### src/fars_pkg.sv
// shared types and constants for the fault-aware round-robin selector
package fars_pkg;

	localparam int unsigned KIND_W = 2;
	localparam int unsigned IDX_W  = 4;
	localparam int unsigned CNT_W  = 5;

	localparam logic [KIND_W-1:0] KIND_CHOOSE = 2'd0;
	localparam logic [KIND_W-1:0] KIND_FAIL   = 2'd1;
	localparam logic [KIND_W-1:0] KIND_OK     = 2'd2;

	typedef struct packed {
		logic load_item;
		logic exec;
		logic scan_step;
		logic rot_write;
		logic rm_step;
		logic rm_end;
		logic load_result;
	} cmd_t;

	typedef struct packed {
		logic is_choose;
		logic rm_needed;
		logic scan_retry;
		logic scan_hit;
		logic scan_last;
		logic rm_busy;
		logic out_free;
	} sts_t;

endpackage

### src/fault_aware_round_robin_selector_top.sv
// top level of the fault-aware round-robin selector
//
// input transfer: kind and node_index under in_valid / in_stall. kind 0 picks
// the next healthy node round-robin, kind 1 reports a node failed, kind 2
// reports it recovered. each transfer gives exactly one result transfer of
// chosen_node, is_retry and status under out_valid / out_stall, in order.
// the user must write node_count through cfg_we / cfg_data only while the
// block is idle; the block does not enforce it. one item is worked on at a
// time; in_stall is low only in the idle state. controller steps after load and exec:
//   report or unknown kind: straight to the done state
//   choose: scan 1 .. effective node count + 1 positions, one per cycle
//   retry from the fault queue: scan to the wrap, move the queue head to the back
//   recovery: one queue entry read per cycle to compact it
// the next item is taken in the cycle after the result is loaded, even while
// the result still waits in the output register under out_stall; a second
// result waits in the controller until that register is free.
// reset clears the fault marks, queue pointers and scan position and sets
// node_count to 1; queue contents need no clearing.
module fault_aware_round_robin_selector_top #(
	parameter int unsigned MAX_NODES = 16
) (
	input  logic                        clk,
	input  logic                        arst_n,
	input  logic                        cfg_we,
	input  logic [fars_pkg::CNT_W-1:0]  cfg_data,
	input  logic                        in_valid,
	output logic                        in_stall,
	input  logic [fars_pkg::KIND_W-1:0] kind,
	input  logic [fars_pkg::IDX_W-1:0]  node_index,
	output logic                        out_valid,
	input  logic                        out_stall,
	output logic [fars_pkg::IDX_W-1:0]  chosen_node,
	output logic                        is_retry,
	output logic                        status
);
	import fars_pkg::*;

	cmd_t cmd;
	sts_t sts;

	fars_ctrl u_ctrl (
		.clk      (clk),
		.arst_n   (arst_n),
		.in_valid (in_valid),
		.in_stall (in_stall),
		.sts      (sts),
		.cmd      (cmd)
	);

	fars_datapath #(
		.MAX_NODES (MAX_NODES)
	) u_datapath (
		.clk         (clk),
		.arst_n      (arst_n),
		.cfg_we      (cfg_we),
		.cfg_data    (cfg_data),
		.kind        (kind),
		.node_index  (node_index),
		.out_stall   (out_stall),
		.cmd         (cmd),
		.sts         (sts),
		.out_valid   (out_valid),
		.chosen_node (chosen_node),
		.is_retry    (is_retry),
		.status      (status)
	);

endmodule

### src/fars_ctrl.sv
// controller state machine for the fault-aware round-robin selector
module fars_ctrl (
	input  logic           clk,
	input  logic           arst_n,
	input  logic           in_valid,
	output logic           in_stall,
	input  fars_pkg::sts_t sts,
	output fars_pkg::cmd_t cmd
);
	import fars_pkg::*;

	typedef enum logic [6:0] {
		ST_IDLE   = 7'b0000001,
		ST_EXEC   = 7'b0000010,
		ST_SCAN   = 7'b0000100,
		ST_ROT_RD = 7'b0001000,
		ST_ROT_WR = 7'b0010000,
		ST_RM     = 7'b0100000,
		ST_DONE   = 7'b1000000
	} state_t;

	state_t state_q;
	state_t state_d;

	assign in_stall = (state_q != ST_IDLE);

	always_comb begin
		state_d = state_q;
		cmd     = '0;
		unique case (state_q)
			ST_IDLE: begin
				if (in_valid) begin
					cmd.load_item = 1'b1;
					state_d       = ST_EXEC;
				end
			end
			ST_EXEC: begin
				cmd.exec = 1'b1;
				if (sts.is_choose) begin
					state_d = ST_SCAN;
				end else if (sts.rm_needed) begin
					state_d = ST_RM;
				end else begin
					state_d = ST_DONE;
				end
			end
			ST_SCAN: begin
				cmd.scan_step = 1'b1;
				if (sts.scan_retry) begin
					state_d = ST_ROT_RD;
				end else if (sts.scan_hit || sts.scan_last) begin
					state_d = ST_DONE;
				end
			end
			ST_ROT_RD: begin
				state_d = ST_ROT_WR;
			end
			ST_ROT_WR: begin
				cmd.rot_write = 1'b1;
				state_d       = ST_DONE;
			end
			ST_RM: begin
				cmd.rm_step = 1'b1;
				if (!sts.rm_busy) begin
					cmd.rm_end = 1'b1;
					state_d    = ST_DONE;
				end
			end
			ST_DONE: begin
				if (sts.out_free) begin
					cmd.load_result = 1'b1;
					state_d         = ST_IDLE;
				end
			end
			default: begin
				state_d = ST_IDLE;
			end
		endcase
	end

	always_ff @(posedge clk or negedge arst_n) begin
		if (!arst_n) begin
			state_q <= ST_IDLE;
		end else begin
			state_q <= state_d;
		end
	end

endmodule

### src/fars_datapath.sv
// datapath: fault marks, fault queue memory, scan position and result register
module fars_datapath #(
	parameter int unsigned MAX_NODES = 16
) (
	input  logic                          clk,
	input  logic                          arst_n,
	input  logic                          cfg_we,
	input  logic [fars_pkg::CNT_W-1:0]    cfg_data,
	input  logic [fars_pkg::KIND_W-1:0]   kind,
	input  logic [fars_pkg::IDX_W-1:0]    node_index,
	input  logic                          out_stall,
	input  fars_pkg::cmd_t                cmd,
	output fars_pkg::sts_t                sts,
	output logic                          out_valid,
	output logic [fars_pkg::IDX_W-1:0]    chosen_node,
	output logic                          is_retry,
	output logic                          status
);
	import fars_pkg::*;

	localparam int unsigned AW   = (MAX_NODES > 1) ? $clog2(MAX_NODES) : 1;
	localparam int unsigned CW   = $clog2(MAX_NODES + 1);
	localparam int unsigned SW   = AW + 1;
	localparam int unsigned XW   = (AW > CNT_W) ? AW : CNT_W;
	localparam int unsigned MAXC = (MAX_NODES < 31) ? MAX_NODES : 31;
	localparam logic [CNT_W-1:0] MAX_N = CNT_W'(MAXC);

	function automatic logic [AW-1:0] wrap_add(logic [AW-1:0] a, logic [CW-1:0] b);
		logic [SW-1:0] s;
		s = SW'(a) + SW'(b);
		if (s >= SW'(MAX_NODES)) begin
			s = s - SW'(MAX_NODES);
		end
		return s[AW-1:0];
	endfunction

	logic [CNT_W-1:0]     node_count_q;
	logic [CNT_W-1:0]     n;
	logic [MAX_NODES-1:0] marks_q;
	logic [CNT_W-1:0]     pos_q;
	logic [CNT_W-1:0]     iter_q;
	logic [AW-1:0]        head_q;
	logic [CW-1:0]        count_q;
	logic [CW-1:0]        rm_i_q;
	logic [CW-1:0]        rm_k_q;
	logic                 rm_pend_q;
	logic                 out_valid_q;

	logic [KIND_W-1:0]    kind_q;
	logic [IDX_W-1:0]     idx_q;
	logic [IDX_W-1:0]     res_chosen_q;
	logic                 res_retry_q;
	logic                 res_status_q;
	logic [IDX_W-1:0]     out_chosen_q;
	logic                 out_retry_q;
	logic                 out_status_q;

	logic [IDX_W-1:0]     mem [MAX_NODES];
	logic [IDX_W-1:0]     rd_q;
	logic                 mem_we;
	logic [AW-1:0]        mem_wa;
	logic [IDX_W-1:0]     mem_wd;
	logic [AW-1:0]        mem_ra;

	logic                 idx_bad;
	logic [XW-1:0]        idx_x;
	logic                 mark_i;
	logic                 wrap;
	logic [CNT_W-1:0]     p;
	logic [XW-1:0]        p_x;
	logic                 mark_p;
	logic                 push_ok;
	logic                 do_push;
	logic                 is_report;

	// effective node count, clamped to 1..max
	always_comb begin
		if (node_count_q == '0) begin
			n = CNT_W'(1);
		end else if (node_count_q > MAX_N) begin
			n = MAX_N;
		end else begin
			n = node_count_q;
		end
	end

	assign idx_bad   = ({1'b0, idx_q} >= n);
	assign idx_x     = XW'(idx_q);
	assign mark_i    = marks_q[idx_x[AW-1:0]];
	assign is_report = (kind_q == KIND_FAIL) || (kind_q == KIND_OK);
	assign push_ok   = (count_q < CW'(MAX_NODES));
	assign do_push   = cmd.exec && (kind_q == KIND_FAIL) && !idx_bad && !mark_i && push_ok;

	assign wrap   = (pos_q >= n);
	assign p      = wrap ? '0 : pos_q;
	assign p_x    = XW'(p);
	assign mark_p = marks_q[p_x[AW-1:0]];

	always_comb begin
		sts            = '0;
		sts.is_choose  = (kind_q == KIND_CHOOSE);
		sts.rm_needed  = (kind_q == KIND_OK) && !idx_bad && mark_i;
		sts.scan_retry = wrap && (count_q != '0);
		sts.scan_hit   = !sts.scan_retry && !mark_p;
		sts.scan_last  = !sts.scan_retry && mark_p && (iter_q == n);
		sts.rm_busy    = (rm_i_q != count_q) || rm_pend_q;
		sts.out_free   = !out_valid_q || !out_stall;
	end

	// single write port, single registered read port
	always_comb begin
		mem_we = 1'b0;
		mem_wa = wrap_add(head_q, count_q);
		mem_wd = idx_q;
		priority if (cmd.rot_write) begin
			mem_we = 1'b1;
			mem_wd = rd_q;
		end else if (do_push) begin
			mem_we = 1'b1;
		end else if (cmd.rm_step && rm_pend_q && (rd_q != idx_q)) begin
			mem_we = 1'b1;
			mem_wa = wrap_add(head_q, rm_k_q);
			mem_wd = rd_q;
		end else begin
			mem_we = 1'b0;
		end
	end

	assign mem_ra = cmd.rm_step ? wrap_add(head_q, rm_i_q) : head_q;

	always_ff @(posedge clk) begin
		if (mem_we) begin
			mem[mem_wa] <= mem_wd;
		end
		rd_q <= mem[mem_ra];
	end

	// control state
	always_ff @(posedge clk or negedge arst_n) begin
		if (!arst_n) begin
			node_count_q <= CNT_W'(1);
			marks_q      <= '0;
			pos_q        <= '0;
			iter_q       <= '0;
			head_q       <= '0;
			count_q      <= '0;
			rm_i_q       <= '0;
			rm_k_q       <= '0;
			rm_pend_q    <= 1'b0;
			out_valid_q  <= 1'b0;
		end else begin
			if (cfg_we) begin
				node_count_q <= cfg_data;
			end
			if (cmd.load_item) begin
				iter_q <= '0;
			end
			if (cmd.exec && is_report && !idx_bad) begin
				if ((kind_q == KIND_FAIL) && !mark_i) begin
					marks_q[idx_x[AW-1:0]] <= 1'b1;
					if (push_ok) begin
						count_q <= count_q + CW'(1);
					end
				end else if ((kind_q == KIND_OK) && mark_i) begin
					marks_q[idx_x[AW-1:0]] <= 1'b0;
					rm_i_q    <= '0;
					rm_k_q    <= '0;
					rm_pend_q <= 1'b0;
				end
			end
			if (cmd.scan_step) begin
				if (sts.scan_retry) begin
					pos_q <= '0;
				end else begin
					pos_q <= p + CNT_W'(1);
					if (mark_p && (iter_q != n)) begin
						iter_q <= iter_q + CNT_W'(1);
					end
				end
			end
			if (cmd.rot_write) begin
				head_q <= wrap_add(head_q, CW'(1));
			end
			if (cmd.rm_step) begin
				if (rm_i_q != count_q) begin
					rm_i_q    <= rm_i_q + CW'(1);
					rm_pend_q <= 1'b1;
				end else begin
					rm_pend_q <= 1'b0;
				end
				if (rm_pend_q && (rd_q != idx_q)) begin
					rm_k_q <= rm_k_q + CW'(1);
				end
			end
			if (cmd.rm_end) begin
				count_q <= rm_k_q;
			end
			if (cmd.load_result) begin
				out_valid_q <= 1'b1;
			end else if (out_valid_q && !out_stall) begin
				out_valid_q <= 1'b0;
			end
		end
	end

	// item and result payload
	always_ff @(posedge clk) begin
		if (cmd.load_item) begin
			kind_q       <= kind;
			idx_q        <= node_index;
			res_chosen_q <= '0;
			res_retry_q  <= 1'b0;
			res_status_q <= 1'b0;
		end
		if (cmd.exec && is_report && idx_bad) begin
			res_status_q <= 1'b1;
		end
		if (cmd.scan_step && !sts.scan_retry) begin
			if (!mark_p) begin
				res_chosen_q <= p[IDX_W-1:0];
			end else if (iter_q == n) begin
				res_status_q <= 1'b1;
			end
		end
		if (cmd.rot_write) begin
			res_chosen_q <= rd_q;
			res_retry_q  <= 1'b1;
		end
		if (cmd.load_result) begin
			out_chosen_q <= res_chosen_q;
			out_retry_q  <= res_retry_q;
			out_status_q <= res_status_q;
		end
	end

	assign out_valid   = out_valid_q;
	assign chosen_node = out_chosen_q;
	assign is_retry    = out_retry_q;
	assign status      = out_status_q;

endmodule

### config.mk
export PLATFORM = sky130hd
export DESIGN_NAME = fault_aware_round_robin_selector_top
export DESIGN_NICKNAME = d
export VERILOG_FILES = /design/src/fars_pkg.sv /design/src/fault_aware_round_robin_selector_top.sv /design/src/fars_ctrl.sv /design/src/fars_datapath.sv
export SDC_FILE = /design/constraint.sdc
export NUM_CORES = 1
export LEC_CHECK = 0
export BUFFER_PORTS_ARGS = -buffer_cell sky130_fd_sc_hd__buf_2
export CAP_MARGIN = 10
export CORE_ASPECT_RATIO = 1.75
export CORE_MARGIN = 5
export CORE_UTILIZATION = 55
export CTS_CLUSTER_DIAMETER = 150
export DETAILED_ROUTE_END_ITERATION = 10
export GPL_ROUTABILITY_DRIVEN = 0
export PLACE_DENSITY = 0.72
export SLEW_MARGIN = 20
export SYNTH_ARGS = -nofsm -noshare
export SYNTH_HDL_FRONTEND = slang
export SYNTH_SLANG_ARGS = --single-unit
export TNS_END_PERCENT = 5
### constraint.sdc
create_clock -name clk -period 3.15 [get_ports clk]
set_input_delay 0.4725 -clock clk [delete_from_list [all_inputs] [get_ports clk]]
set_output_delay 0.4725 -clock clk [all_outputs]
set_load 0.02 [all_outputs]
* After elaboration in Yosys (flattened, before gate mapping) *
Memory sizes are Yosys's and may differ from the RTL's. A register that Yosys moved wholly into a read port is not among the register bits.
Cells that the tools add are included.

cells by class
  $add $sub $neg = 13
  multiply operators = 0
  div/mod/pow operators = 0
  order comparisons = 11
  eq/ne operators = 19
  shift-type cells = 0
  muxes and demuxes = 79
  bitwise operators = 3
  reductions and logical operators = 46

operators by type and width
  cell                                                                  count
  5-bit 2-to-1 mux                                                      22
  4-bit 2-to-1 mux                                                      15
  7-bit 2-to-1 mux                                                      7
  7-bit case mux with 7 select lines                                    1
  16-bit 2-to-1 mux                                                     2
  1-bit 2-to-1 mux                                                      28
  5-bit by 1-bit adder with 5-bit output, second input constant         5
  1-bit logical AND                                                     22
  5-bit >= comparator, second input constant                            4
  16-bit AND                                                            1
  16-bit NOT                                                            1
  16-bit bitwise OR                                                     1
  4-bit by 1-bit subtractor with 4-bit output, second input constant    4
  4-bit by 5-bit adder with 5-bit output                                3
  2-bit nonzero test                                                    7
  4-bit by 5-bit < comparator with 1-bit output, second input constant  2
  5-bit inequality test                                                 2
  1-bit binary-select mux with 4-bit select                             2
  7-bit by 1-bit == test with 1-bit output, second input constant       1
  7-bit by 2-bit == test with 1-bit output, second input constant       1
  7-bit by 3-bit == test with 1-bit output, second input constant       1
  7-bit by 4-bit == test with 1-bit output, second input constant       1
  7-bit by 5-bit == test with 1-bit output, second input constant       1
  7-bit by 6-bit == test with 1-bit output, second input constant       1
  25 further kinds                                                      36

word-level totals
  register bits after elaboration = 77
  latch bits = 0
  bits in writable memories = 64
  memory bits (read-only) = 0
  bits of input ports = 16
  output and inout port bits = 8
  word-level logic and storage cells = 191
  memories = 1

memories
  name            words  width  read ports  clocked after Yosys merged registers in  wr ports  line                 source
  u_datapath.mem  16     4      1           1                                        1         fars_datapath.sv:58  logic [IDX_W-1:0] mem [MAX_NODES];

* Depth between registers and ports, before layout *
Gate-level depths: netlist of the first run.

  depth after elaboration = 13
  gate-level depth with buffers = 14
  mapped depth without buffers = 13

* By module *
A second synthesis of the first run with hierarchy kept.

unflattened totals
  cells, all modules = 638
  area total of the unflattened synthesis = 7842.5 µm²

by module, submodules not included
  module         times used  cells an instance  area an instance (µm²)  sequential area each (µm²)
  fars_datapath  1           587                7330.8                  3784.9
  fars_ctrl      1           51                 511.7                   176.4

* Worst setup path after synthesis of the first run *
OpenSTA, ideal clock, no wires.

  kind = register to register
  start = register u_datapath.node_count_q[1]
  end = register u_datapath.iter_q[1]
  setup time = 125 ps
  arrival time = 2697 ps
  required time = 3025 ps
  path slack = 328 ps
  cell stages (with the launch flop) = 13
  path buffers = 1
  clock period less this slack = 2822 ps
  path through = dfrtp_1 -> nor3_1 -> nor2_1 -> nor2_1 -> ha_1 -> nand2b_1 -> a31oi_1 -> o21ai_0 -> buf_2 -> a21oi_1 -> o22ai_1 -> nor2_1 -> mux2_2

on the way
  word-level cells in the longest chain between the ends = 11
  elaborated cells on any way between the ends = 14
  those cells by class = 2 x order compare; 1 x eq/ne; 8 x mux; 3 x reduce/logical

RTL lines
  element                                    line                  source
  from (decl)                                fars_datapath.sv:37   logic [CNT_W-1:0] node_count_q;
  from (signal assigned)                     fars_datapath.sv:153  node_count_q <= cfg_data;
  5-bit greater-than comparator              fars_datapath.sv:80   end else if (node_count_q > MAX_N) begin
  5-bit 2-to-1 mux                           fars_datapath.sv:80
  5-bit 2-to-1 mux (*)                       fars_datapath.sv:78   if (node_count_q == '0) begin
  5-bit >= comparator                        fars_datapath.sv:94   assign wrap = (pos_q >= n);
  5-bit 2-to-1 mux                           fars_datapath.sv:95   assign p = wrap ? '0 : pos_q;
  1-bit binary-select mux with 4-bit select  fars_datapath.sv:97   assign mark_p = marks_q[p_x[AW-1:0]];
  1-bit 2-to-1 mux (implied by the code)     fars_datapath.sv:97
  1-bit logical AND                          fars_datapath.sv:176  if (mark_p && (iter_q != n)) begin
  5-bit 2-to-1 mux                           fars_datapath.sv:176
  5-bit 2-to-1 mux (*)                       fars_datapath.sv:172  if (sts.scan_retry) begin
  5-bit 2-to-1 mux (*)                       fars_datapath.sv:171  if (cmd.scan_step) begin
  to (signal assigned)                       fars_datapath.sv:177  iter_q <= iter_q + CNT_W'(1);
  to (decl)                                  fars_datapath.sv:41   logic [CNT_W-1:0] iter_q;

Every way passes the cells marked *; elsewhere a longest branch is shown, timed or not. The select of a mux whose other input is x is not followed.
A chain may end at the register's enable or synchronous reset.

* Final worst setup path of the first run *
  start = register u_datapath.node_count_q[1]
  end = register u_datapath.res_chosen_q[1]

on the way
  word-level cells in the longest chain between the ends = 10
  elaborated cells on any way between the ends = 14
  those cells by class = 2 x order compare; 8 x mux; 4 x reduce/logical

RTL lines
  element                                    line                  source
  5-bit greater-than comparator              fars_datapath.sv:80
  5-bit 2-to-1 mux                           fars_datapath.sv:80
  5-bit 2-to-1 mux (*)                       fars_datapath.sv:78
  5-bit >= comparator (*)                    fars_datapath.sv:94
  5-bit 2-to-1 mux                           fars_datapath.sv:95
  1-bit binary-select mux with 4-bit select  fars_datapath.sv:97
  1-bit 2-to-1 mux (implied by the code)     fars_datapath.sv:97
  4-bit 2-to-1 mux                           fars_datapath.sv:219  if (!mark_p) begin
  4-bit 2-to-1 mux (*)                       fars_datapath.sv:218  if (cmd.scan_step && !sts.scan_retry) begin
  4-bit 2-to-1 mux (*)                       fars_datapath.sv:225  if (cmd.rot_write) begin
  to (signal assigned)                       fars_datapath.sv:220  res_chosen_q <= p[IDX_W-1:0];
  to (signal assigned)                       fars_datapath.sv:226  res_chosen_q <= rd_q;
  to (decl)                                  fars_datapath.sv:51   logic [IDX_W-1:0] res_chosen_q;

Marked as above.

==> results.yml, run 1 <==
placed_design:
  placedCellCount: 823
  hpwl_um: 13400
  io_buffers: 23
detailed_routing:
  drtIter0Drc: 336
  totalWireLength_um: 17900
  dr_total_vias: 5379
  first_pass_iters: 8
  routed_via_density: 6.29
  routedWlPerCell_um: 20.9
  post-route-drc-count: 0
  ant_nets: 0
final_layout:
  layout.cells.non_filler: 855
  layout_commonest_cell: "edfxtp_1"
  mostFrequentLayoutCells: "edfxtp_1 (76), dfrtp_1 (57), nand2_1 (43)"
  syn_to_final_growth_pct: 14.2
  antennaDiodeCount: 0
  nets: 715
  drive_gt1_frac: 0.214
timing:
  setup_viol: 0
  tns_ns: 0
  slew-limit-headroom: 0.404
  worst_pin_slew_ns: 0.893
  maxSlewViolCount: 0
  final.period_utilization: 0.954
  fin_skew_ns: 0.00933
  finalHoldViolations: 0
  rsz0062_at_grt: "yes"
  period_needed_ns: 3.00
  fmax_mhz: 333
worst_setup_path:
  r2r-start: "u_datapath.node_count_q[1]$_DFFE_PN0P_"
  cp-startpoint: "u_datapath.node_count_q[1]$_DFFE_PN0P_"
  ff2ff_setup_slack_ns: 0.15
  cp-end-kind: "flop"
  reg2reg_to: "u_datapath.res_chosen_q[1]$_DFF_P_"
  cp.required_ns: 3.45
  reg2reg_depth: 12
  cp-start-kind: "flop"
  endpoint: "u_datapath.res_chosen_q[1]$_DFF_P_"
  arrival_ns: 3.31
  cp_max_fo: 10
  worstSetupPathType: "reg2reg"
synth:
  mappedNetlistNets: 660
  ys_ff_latch: 145
  yosysTopAreaCellShare: 0.305
  synth_top_area_cell: "edfxtp_1"
  synth_ff_type: "edfxtp_1"
  synth_area_sq_um: 7470
  async_flop_share: 0.407
  synth_warnings: 0
  synth_area_per_cell_sq_um: 12.2
  synthCells: 613
  synth.area.top_cells: "edfxtp_1 (31%), dfrtp_1 (19%), ha_1 (4.7%)"
  ys_types: 77
  yosysSeqAreaShare: 0.530
  synth_edf_count: 76
global_routing:
  grt_first_pass_wirelength_um: 28700
  grt_max_degree: 38
  grt-ovfl-total: 0
  grt_pass1_vias: 5512
  antenna_found_initial: 0
  grt_use_total: 0.232
die:
  pin_count: 24
  die_area_sq_um: 16100
  fp.coreArea_sq_um: 13400
  start_util: 0.558
  fp.dieW_um: 98.1
  die_h_um: 164
  fp-row-count: 56
clocking:
  clockBufferDepth: 2
  cts_max_level: 4
  clk_pin_slew_ns: 0.07
  clk_latency_ns: 0.42
  cts_root_buf: "clkbuf_16"
  cts_buffers: 17
  post_cts_buffers: 0
  cts_num_sinks: 145
  cts_tree: "done"
power:
  p_leak_nw: 3.47
  seq_power_share: 0.430
  powerDensity_nw_per_um2: 615
  swShare: 0.301
  p_sw_mw: 1.58
  p_int_mw: 3.67
  ir_drop_mv: 0.394
  p_clk_frac: 0.374
  comb_power_share: 0.197
outcome:
  status: "completed"
worst_hold_path:
  hp-class: "in2async"
run:
  maxCapViolCount: 0
-- cells by family after synthesis --
kind of cell               after synthesis  synth area share
adders and majority gates               31            0.0549
xor gates and xnor gates                27            0.0316
AOI/OAI and AO/OA                      111             0.111
buffers and inverters                   44            0.0273
muxes                                   61             0.106
DFF                                    145             0.530
and+or+nand+nor                        194             0.139
-- worst min path at each step --
stage / endpoint / slack [ns] / depth (start not counted)
CTS: asynchronous set/reset pin / 0.20 / 1
floorplan: asynchronous set/reset pin / 0.18 / 0
finish: asynchronous set/reset pin / 0.18 / 1
global route: u_datapath.kind_q[0]$_DFFE_PP_ / 0.23 / 1
global placement: u_datapath.is_retry$_DFFE_PP_ / 0.42 / 0
detailed placement: u_datapath.status$_DFFE_PP_ / 0.43 / 0
-- cell type report --
type	instances	area, sq um
fill	1028	4850
sequential	145	3960
multi-input combinational	424	3330
clock buffer	19	454
timing repair buffer	55	355
tap	174	218
clock inverter	13	121
inverter	25	93.8
-- timing repair --
action	4_1_cts	5_1_grt
endpoints found under the setup margin	2	9
hold buffers	0	0
gates resized for setup	1	3
-- power by group through the flow --
stage	combinational, mW	sequential [mW]	clock, mW
6_report	1.03	2.26	1.96
5_1_grt	1.12	2.26	2.08
4_1_cts	1.02	2.25	1.98
3_5_place_dp	1.01	2.29	0
3_3_place_gp	0.986	2.28	0
2_1_floorplan	0.657	2.25	0
-- metal layers --
metal	share of wire	wire [um]	global-route usage	vias to the layer above
met2	0.56	10100	0.441	206
met4	0.046	828	0.120	0
li1	-	-	-	2441
met5	0	0	0	-
met3	0.042	746	0.0382	63
met1	0.35	6230	0.241	2669
-- cell usage after synthesis (all sizes together) (9+ instances only) --
master and instances:
mux4 9, nor2 42, inv 25, xnor2 16, nand4 24, a222oi 12, nand2 45, and2 10
dfxtp 10, edfxtp 76, buf 13, nor3 9, a21oi 23, nand3 17, mux2i 12, o21ai 23
nand2b 11, dfrtp 57, xor2 11, mux2 40, ha 28
-- stage by stage --
step           hold WS [ns]  total power, mW  setup slack, ns  instance area, sq um   util
2_1_floorplan         0.177             2.90            0.328                  7470      -
3_3_place_gp          0.416             3.27            0.222                  7940  0.593
3_5_place_dp          0.426             3.30           0.0938                  7940  0.593
4_1_cts               0.201             5.25            0.145                  8520  0.636
5_1_grt               0.226             5.46          -0.0475                  8530  0.638
6_report              0.178             5.25            0.145                  8530  0.638
-- critical path, cell delays in order, from the launching register on --
cell and delay, ns:
dfrtp_1 0.38, nor3_1 0.24, nor2_1 0.07, nor2_1 0.14, ha_1 0.25, nand2b_1 0.14
a31oi_1 0.24, o21ai_0 0.16, buf_4 0.20, o22a_1 0.21, nor3b_2 0.34, a2111oi_4 0.12
a221o_1 0.38
Power figures use the tool's default switching activity.
==> inputs of run 2 (changes only) <==
Settings changed: PLACE_DENSITY 0.72 to 0.75.
Clock period 3.15 ns to 2.7 ns, I/O delays scaled along.
==> run 2 against run 1 <==
Compared with the run above: the flow now finishes with violations (hold timing, setup timing); register-to-register slack worse by 0.20 ns; routed wire length up 7.3%; utilization up 5.2 points; maximum frequency up 8.9%; sequential power up 15%; first-iteration DRC count up 11%; final cell count up 6.0%; clock-buffer cell count down 2; clock power up 23%; clock skew up 0.00071 ns.
==> results.yml, run 2 (synthesized netlist as in run 1, its figures left out) <==
timing:
  fin_skew_ns: 0.0100
  rsz0062_at_grt: "yes"
  slew-limit-headroom: 0.487
  finalHoldViolations: 6
  maxSlewViolCount: 0
  setup_viol: 37
  setup_slack_ns: -0.0595
  fmax_mhz: 362
  final.period_utilization: 1.02
  period_needed_ns: 2.76
  worst_pin_slew_ns: 0.766
  whs_ns: -0.00256
die:
  die_area_sq_um: 16100
  pin_count: 24
  die_h_um: 164
  start_util: 0.558
  fp-row-count: 56
  fp.dieW_um: 98.1
  fp.coreArea_sq_um: 13400
worst_hold_path:
  hp-class: "in2async"
outcome:
  status: "complete, but fails checks"
  violations: "hold timing, setup timing"
power:
  p_clk_frac: 0.370
  swShare: 0.298
  ir_drop_mv: 0.584
  seq_power_share: 0.399
  p_leak_nw: 3.82
  p_sw_mw: 1.94
  p_int_mw: 4.57
  powerDensity_nw_per_um2: 705
  comb_power_share: 0.231
worst_setup_path:
  ff2ff_setup_slack_ns: -0.06
  path_buf_inv: 2
  max_stage_delay_ns: 0.44
  cp_top_family: "compound AO/OA/AOI/OAI gates"
  slowest_stage: "dfrtp_1"
  arrival_ns: 3.10
  reg2reg_depth: 10
  r2r-start: "u_datapath.node_count_q[4]$_DFFE_PN0P_"
  cp-end-kind: "flop"
  cp.required_ns: 3.04
  cp_max_fo: 6
  crit_chain: "inv_1, buf_4, nand2_1, ha_1, a21oi_1, o21ai_4, a211oi_1, nand4_1, or4_1, a21oi_1"
  crit_path_frequent_cell: "a21oi_1"
  cp-start-kind: "flop"
  worstSetupPathType: "reg2reg"
  reg2reg_to: "u_datapath.iter_q[3]$_DFF_PN0_"
placed_design:
  placed_area_sq_um: 8290
  io_buffers: 23
  hpwl_um: 13800
final_layout:
  nets: 766
  drive_gt1_frac: 0.322
  antennaDiodeCount: 0
  mostFrequentLayoutCells: "buf_4 (76), edfxtp_1 (76), dfrtp_1 (55)"
  syn_to_final_growth_pct: 23.5
  stdcell_area_sq_um: 9230
  fillers: 941
global_routing:
  antenna_found_initial: 0
  grt-ovfl-total: 0
  grt_pass1_vias: 5854
  grt_max_degree: 28
  grt_use_total: 0.242
  grt_first_pass_wirelength_um: 30000
detailed_routing:
  totalWireLength_um: 19200
  drtIter0Drc: 372
  dr_total_vias: 5566
  post-route-drc-count: 0
  ant_nets: 0
  first_pass_iters: 5
  routed_via_density: 6.14
  routedWlPerCell_um: 21.2
clocking:
  cts_num_sinks: 145
  cts_root_buf: "clkbuf_16"
  cts_max_level: 4
  clk_pin_slew_ns: 0.07
  clockBufferDepth: 2
  clk_latency_ns: 0.41
  cts_tree: "done"
  cts_buffers: 17
run:
  maxCapViolCount: 0
## run 2: timing repair
item	in CTS	in global routing
gates resized for setup	30	32
hold buffers	0	0
buffers inserted	8	2
pin swaps	13	17
endpoints found under the setup margin	103	116
## run 2: final cells by class
type                       count  area (sq um)  area share
clock buffer                  17           425      0.0461
clock inverter                15           181      0.0197
inverter                      25          93.8      0.0102
multi-input combinational    424          3560       0.386
sequential                   145          3960       0.429
tap                          174           218      0.0236
timing repair buffer         106           786      0.0851
## run 2: worst reg2reg max path, cell delays in order, from the launching register on
cell and delay (ns):
dfrtp_1 0.44, inv_1 0.11, buf_4 0.15, nand2_1 0.10, ha_1 0.20, a21oi_1 0.42, o21ai_4 0.17, a211oi_1 0.36
nand4_1 0.18, or4_1 0.43, a21oi_1 0.14
## run 2: per-layer routing
| metal | part of all wire | track usage | vias up |
|---|---|---|---|
| li1 | - | - | 2543 |
| met1 | 0.34 | 0.244 | 2716 |
| met2 | 0.55 | 0.452 | 231 |
| met3 | 0.042 | 0.0340 | 76 |
| met4 | 0.067 | 0.169 | 0 |
| met5 | 0 | 0 | - |
## run 2: per-stage QoR
stage	util	instances	setup slack (ns)	TNS, ns	power (mW)
after floorplan	-	613	-0.0620	-0.122	3.39
after global placement	0.619	865	-0.0717	-2.92	3.90
after detailed placement	0.619	865	-0.130	-4.95	3.94
after CTS	0.679	905	-0.0292	-0.426	6.42
after global routing	0.690	906	-0.249	-13.32	6.77
final	0.690	906	-0.0595	-0.689	6.51
## run 2: how the worst max path moves through the flow
| stage | cells past startpoint | to | startpoint |
|---|---|---|---|
| global placement | 13 | u_datapath.count_q[3]$_DFFE_PN0P_ | u_datapath.node_count_q[1]$_DFFE_PN0P_ |
| finish | 10 | u_datapath.iter_q[3]$_DFF_PN0_ | u_datapath.node_count_q[4]$_DFFE_PN0P_ |
| CTS | 13 | u_datapath.res_chosen_q[1]$_DFF_P_ | u_datapath.node_count_q[3]$_DFFE_PN0P_ |
| global route | 10 | u_datapath.iter_q[3]$_DFF_PN0_ | u_datapath.node_count_q[4]$_DFFE_PN0P_ |
| detailed placement | 13 | u_datapath.count_q[1]$_DFFE_PN0P_ | u_datapath.node_count_q[1]$_DFFE_PN0P_ |
| floorplan | 12 | u_datapath.iter_q[1]$_DFF_PN0_ | u_datapath.node_count_q[1]$_DFFE_PN0P_ |
## run 2: power by group through the flow
stage	logic [mW]	registers, mW	clock network, mW
finish	1.50	2.60	2.41
global route	1.61	2.61	2.55
CTS	1.39	2.59	2.43
detailed placement	1.30	2.64	0
global placement	1.27	2.63	0
floorplan	0.774	2.62	0
